==> src/sv/svc_pkg.sv <==
// svc_pkg: types, colour constants and fixed-point helpers for the sky vertex colour unit
// no dependencies; used by svc_glow and sky_vertex_colour_unit
`timescale 1ns / 1ps
`default_nettype none
package svc_pkg;

	localparam int HOR_DEPTH_DEF = 1024;

	// configuration register indexes
	localparam logic [1:0] REG_SUN_EAST  = 2'd0;
	localparam logic [1:0] REG_SUN_NORTH = 2'd1;
	localparam logic [1:0] REG_SUN_UP    = 2'd2;

	typedef struct packed {
		logic signed [15:0] vert_x;
		logic signed [15:0] vert_y;
		logic signed [15:0] vert_z;
	} vert_t;

	typedef struct packed {
		logic [15:0] red;
		logic [15:0] green;
		logic [15:0] blue;
	} colour_t;

	typedef logic [16:0] col3_t [3];

	localparam col3_t ZEN_DAY    = '{17'd13107, 17'd27525, 17'd55706};
	localparam col3_t HOR_DAY    = '{17'd47186, 17'd53740, 17'd60948};
	localparam col3_t ZEN_NIGHT  = '{17'd1311,  17'd1966,  17'd4588};
	localparam col3_t HOR_NIGHT  = '{17'd5243,  17'd5898,  17'd9175};
	localparam col3_t GROUND     = '{17'd19661, 17'd21627, 17'd24904};
	localparam col3_t GROUND_DIM = '{17'd2949,  17'd3244,  17'd3736};
	localparam col3_t GLOW_COL   = '{17'd65536, 17'd55706, 17'd36045};

	localparam logic [16:0] GLOW_K32 = 17'd58982;
	localparam logic [16:0] GLOW_K4  = 17'd9830;
	localparam logic [16:0] GW_MAX   = 17'd68812;

	// (a*1.0 + (b-a)*w + half) >> 16, clamped at zero
	function automatic logic [17:0] blend(input logic [16:0] a, input logic [16:0] b,
			input logic [16:0] w);
		logic signed [39:0] r;
		r = (40'sd1 <<< 16) * $signed({23'd0, a})
			+ ($signed({23'd0, b}) - $signed({23'd0, a})) * $signed({23'd0, w})
			+ 40'sd32768;
		if (r < 0) return 18'd0;
		return r[33:16];
	endfunction

	// rounded Q16 square
	function automatic logic [16:0] sq16(input logic [16:0] p);
		logic [33:0] s;
		s = 34'(p) * 34'(p) + 34'd32768;
		return s[32:16];
	endfunction

endpackage
`default_nettype wire

==> src/sv/svc_glow.sv <==
// svc_glow: sun glow power chain d -> d^4, d^32 -> glow -> glow weight
// depends on svc_pkg; seven register stages, advanced by the shared enable
`timescale 1ns / 1ps
`default_nettype none
module svc_glow (
	input  wire logic        clk,
	input  wire logic        arst_n,
	input  wire logic        en,
	input  wire logic [16:0] d,
	input  wire logic [16:0] day,
	output logic      [16:0] gw
);
	import svc_pkg::*;

	logic [16:0] p2_s3, p4_s4, p8_s5, p16_s6, p32_s7;
	logic [16:0] p4_s5, p4_s6, p4_s7;
	logic [16:0] glow_s8, gw_s9;
	logic [34:0] glow_sum;
	logic [33:0] gw_prod;

	assign glow_sum = 35'(GLOW_K32) * 35'(p32_s7) + 35'(GLOW_K4) * 35'(p4_s7) + 35'd32768;
	assign gw_prod  = 34'(glow_s8) * 34'(day) + 34'd32768;

	always_ff @(posedge clk) begin
		if (en) begin
			p2_s3   <= sq16(d);
			p4_s4   <= sq16(p2_s3);
			p8_s5   <= sq16(p4_s4);
			p4_s5   <= p4_s4;
			p16_s6  <= sq16(p8_s5);
			p4_s6   <= p4_s5;
			p32_s7  <= sq16(p16_s6);
			p4_s7   <= p4_s6;
			glow_s8 <= glow_sum[32:16];
			gw_s9   <= gw_prod[32:16];
		end
	end

	assign gw = gw_s9;

	// stages hold no reset, so the checks wait until the chain carries known data
	a_glow_bound: assert property (@(posedge clk) disable iff (!arst_n)
		!$isunknown(glow_s8) |-> glow_s8 <= GW_MAX) else $error("glow above its bound");
	a_p4_order: assert property (@(posedge clk) disable iff (!arst_n)
		!$isunknown({p32_s7, p4_s7}) |-> p32_s7 <= p4_s7 || p4_s7 == 17'd0)
		else $error("d^32 exceeds d^4");
	a_gw_bound: assert property (@(posedge clk) disable iff (!arst_n)
		!$isunknown(gw_s9) |-> gw_s9 <= GW_MAX) else $error("glow weight above its bound");
endmodule
`default_nettype wire
==> config.mk <==
export PLATFORM = sky130hd
export DESIGN_NAME = svc_glow
export DESIGN_NICKNAME = d
export VERILOG_FILES = /design/src/sv/svc_pkg.sv /design/src/sv/svc_glow.sv
export SDC_FILE = /design/constraint.sdc
export NUM_CORES = 2
export LEC_CHECK = 0
export BUFFER_PORTS_ARGS = -buffer_cell sky130_fd_sc_hd__buf_4
export CAP_MARGIN = 5
export CORE_AREA = 2 2 390 392
export CTS_BUF_LIST = sky130_fd_sc_hd__clkbuf_8
export DETAILED_ROUTE_END_ITERATION = 10
export DIE_AREA = 0 0 392 394
export MAX_ROUTING_LAYER = met4
export SLEW_MARGIN = 25
export SYNTH_ARGS = -nofsm -noshare
export SYNTH_HDL_FRONTEND = slang
export SYNTH_SLANG_ARGS = --single-unit
export TNS_END_PERCENT = 100
==> constraint.sdc <==
create_clock -name clk -period 13.49 [get_ports clk]
set_input_delay 1.349 -clock clk [delete_from_list [all_inputs] [get_ports clk]]
set_output_delay 1.349 -clock clk [all_outputs]
set_load 0.02 [all_outputs]
==> metrics.csv <==
metric,value,unit
DRC violations left,0,
TritonCTS buffer count,17,
DR iter-0 viols,1488,
Post-Syn Nets,8755,
worst-path fanout max,7,
syn avg cell area,9.72,µm²
max-cap violations,0,
"Reg clk slew, reported paths",0.13,ns
Die Height,394,µm
Hold Fails Final Rpt,0,
Worst-Skew Late Latency,0.61,ns
CP max stage delay,0.60,ns
largest net degree at the start of global routing,70,
Final Setup Violations,0,
initial antenna violation count,2,
DP HPWL,109,mm
Rows,143,
die area,154000,µm²
core box area,151000,µm²
WHS Path Cells,0,
Mapped Area,62700,µm²
WP data required,13.83,ns
crit share post-route,61.9,%
number of synthesized register bits,170,
DR WL met2,63.2,mm
hold_buf cts,0,
synthesized instance count,6449,
first-pass GRT wire length,223,mm
register area share after synthesis,8.14,%
via count,40520,
Critical Path Sink Type,flop,
Crit Path Category,flop to flop,
CP most frequent cell,inv_1,
Setup TNS,0,ns
CTS max path bufs,2,
Rel. slew slack,37.0,%
starting density of the core,41.6,%
cells on worst reg2reg path,31,
setup bufs post-CTS,0,
ys flop type,edfxtp_1,
CP startpoint kind,flop,
die width,392,µm
smallest hold slack,0.400,ns
nets,8714,
Layout Utilization,43.6,%
TritonRoute pass-1 iters,7,
port bufs,52,
Worst Path Arrival,8.69,ns
layout cells sized above 1,1.98,%
slowest CP cell,edfxtp_1,
post-route cell area,65700,µm²
met1 wire length,58.9,mm
status,finished clean,
Setup Skew,0.0313,ns
Routed Antenna Nets,0,
ys async rst share,0,%
yosys warns,0,
crit path time final,8.35,ns
HP Class,flop to flop,
cts repair resizes,0,
vias in the first global route,45325,
"Slew Viols, Final",0,
Avg WL per Cell,15.1,µm
unrepaired setup endpoints after global routing,false,
global placement routability congestion,0.880,
root buffer cell,clkbuf_8,
synth-to-layout area growth,4.78,%
highest clock rate,120,MHz
gr ovfl total,0,
CTS sink cnt,170,
vias per cell,4.79,
total I/O pin count,54,
max layer used,met4,
CTS tree,yes,
number of synthesized flops with an enable pin,170,
Worst Tran Pin Value,0.934,ns
"Distinct cells, synth",63,
Area after DPL,65300,µm²
H-Tree Depth,4,
fillers,14635,
Routed WL,128,mm
Routed met3 length,3.58,mm
gr usage total,18.1,%
## cells in the mapped netlist, types with 7 or more instances
| cell | instances | area (µm²) |
|---|---|---|
| inv_1 | 1846 | 6930 |
| fa_1 | 1343 | 26900 |
| ha_1 | 926 | 11600 |
| and2_1 | 507 | 3170 |
| nand2_1 | 462 | 1730 |
| edfxtp_1 | 170 | 5100 |
| nor2_1 | 165 | 619 |
| a21oi_1 | 156 | 781 |
| xnor2_1 | 132 | 1160 |
| clkbuf_1 | 130 | 488 |
| a21o_1 | 78 | 586 |
| o21ai_0 | 74 | 370 |
| xor2_1 | 71 | 622 |
| nand3_1 | 43 | 215 |
| nor2b_1 | 38 | 238 |
| and3_1 | 32 | 200 |
| nor3_1 | 30 | 150 |
| nand4_1 | 24 | 150 |
| o21a_1 | 21 | 158 |
| a31oi_1 | 20 | 125 |
| nand2b_1 | 20 | 125 |
| o21bai_1 | 17 | 128 |
| a211oi_1 | 16 | 120 |
| or2_2 | 15 | 93.8 |
| a211o_1 | 8 | 70.1 |
| nor4_1 | 8 | 50.1 |
| a21boi_0 | 7 | 52.6 |
| o211ai_1 | 7 | 52.6 |
## metal layers
| layer | vias up | global-route usage, % |
|---|---|---|
| met2 | 536 | 30.6 |
| met1 | 20561 | 23.9 |
| met3 | 113 | 1.63 |
| met5 | - | - |
| met4 | 0 | 3.29 |
| li1 | 19310 | - |
## per-stage QoR
stage	cells	worst slack (ns)
finish	8453	5.14
global route	8453	4.65
CTS	8451	5.12
detailed placement	8419	5.04
global placement	8419	5.13
floorplan	6449	6.02
## registers in the layout, summed over array words and instances (netlist names)
register	count
p32_s7	17
p16_s6	17
p4_s4	17
glow_s8	17
p2_s3	17
gw	17
p8_s5	17
p4_s6	17
p4_s7	17
p4_s5	17
## layout make-up
cell class,instances,area (µm²),share of cell area [%]
multi-input cells,4302,50200,76.4
inverters,1846,6930,10.5
well taps,2030,2540,3.87
clock inverters,15,176,0.268
diodes,2,5.00,0.00762
clock buffers,17,234,0.356
flip-flops and latches,170,5100,7.77
repair buffers,71,537,0.817
## path summary, 6_finish.rpt
path / startpoint / end / slack, ns
worst max-delay path: p32_s7[11] / glow_s8[16] / 5.14
worst min-delay path: p4_s5[5] / p4_s6[5] / 0.40
worst max register to register: p32_s7[11] / glow_s8[16] / 5.14
worst min register to register: p4_s5[5] / p4_s6[5] / 0.40
## placed cells by master, fill, tap and decap left out, drive strengths merged, types with 4 or more instances in the layout
| master | count |
|---|---|
| inv | 1853 |
| fa | 1343 |
| ha | 926 |
| and2 | 507 |
| nand2 | 462 |
| edfxtp | 170 |
| nor2 | 165 |
| a21oi | 156 |
| xnor2 | 132 |
| a21o | 78 |
| o21ai | 74 |
| xor2 | 71 |
| buf | 71 |
| nand3 | 43 |
| nor2b | 38 |
| and3 | 32 |
| nor3 | 30 |
| nand4 | 24 |
| o21a | 21 |
| a31oi | 20 |
| nand2b | 20 |
| o21bai | 17 |
| clkbuf | 17 |
| a211oi | 16 |
| or2 | 15 |
| a211o | 8 |
| nor4 | 8 |
| a21boi | 7 |
| o211ai | 7 |
| a2111oi | 7 |
| o31ai | 6 |
| clkinv | 6 |
| o41ai | 5 |
| mux2 | 5 |
| or4 | 4 |
| a311o | 4 |
| o22ai | 4 |
| or3 | 4 |
## kinds of logic after synthesis
family	Yosys count	share of synthesized area [%]
buf+inv	1977	11.8
compound gates	459	4.71
fa+ha+maj	2269	61.3
xor+xnor	203	2.84
mux	6	0.106
simple gates	1365	11.0
flops	170	8.14
## worst max-delay path, delay by kind of cell (launching register included)
| kind | cells | cell delay [ns] |
|---|---|---|
| adders and majority gates | 9 | 3.54 |
| and+or+nand+nor | 6 | 1.04 |
| buffers and inverters | 6 | 0.33 |
| xor gates and xnor gates | 1 | 0.15 |
| AOI/OAI and AO/OA | 9 | 2.44 |
| DFF | 1 | 0.60 |
Power is not shown: default switching activity piles up to over one toggle a cycle in this logic, so the estimate is an artifact.
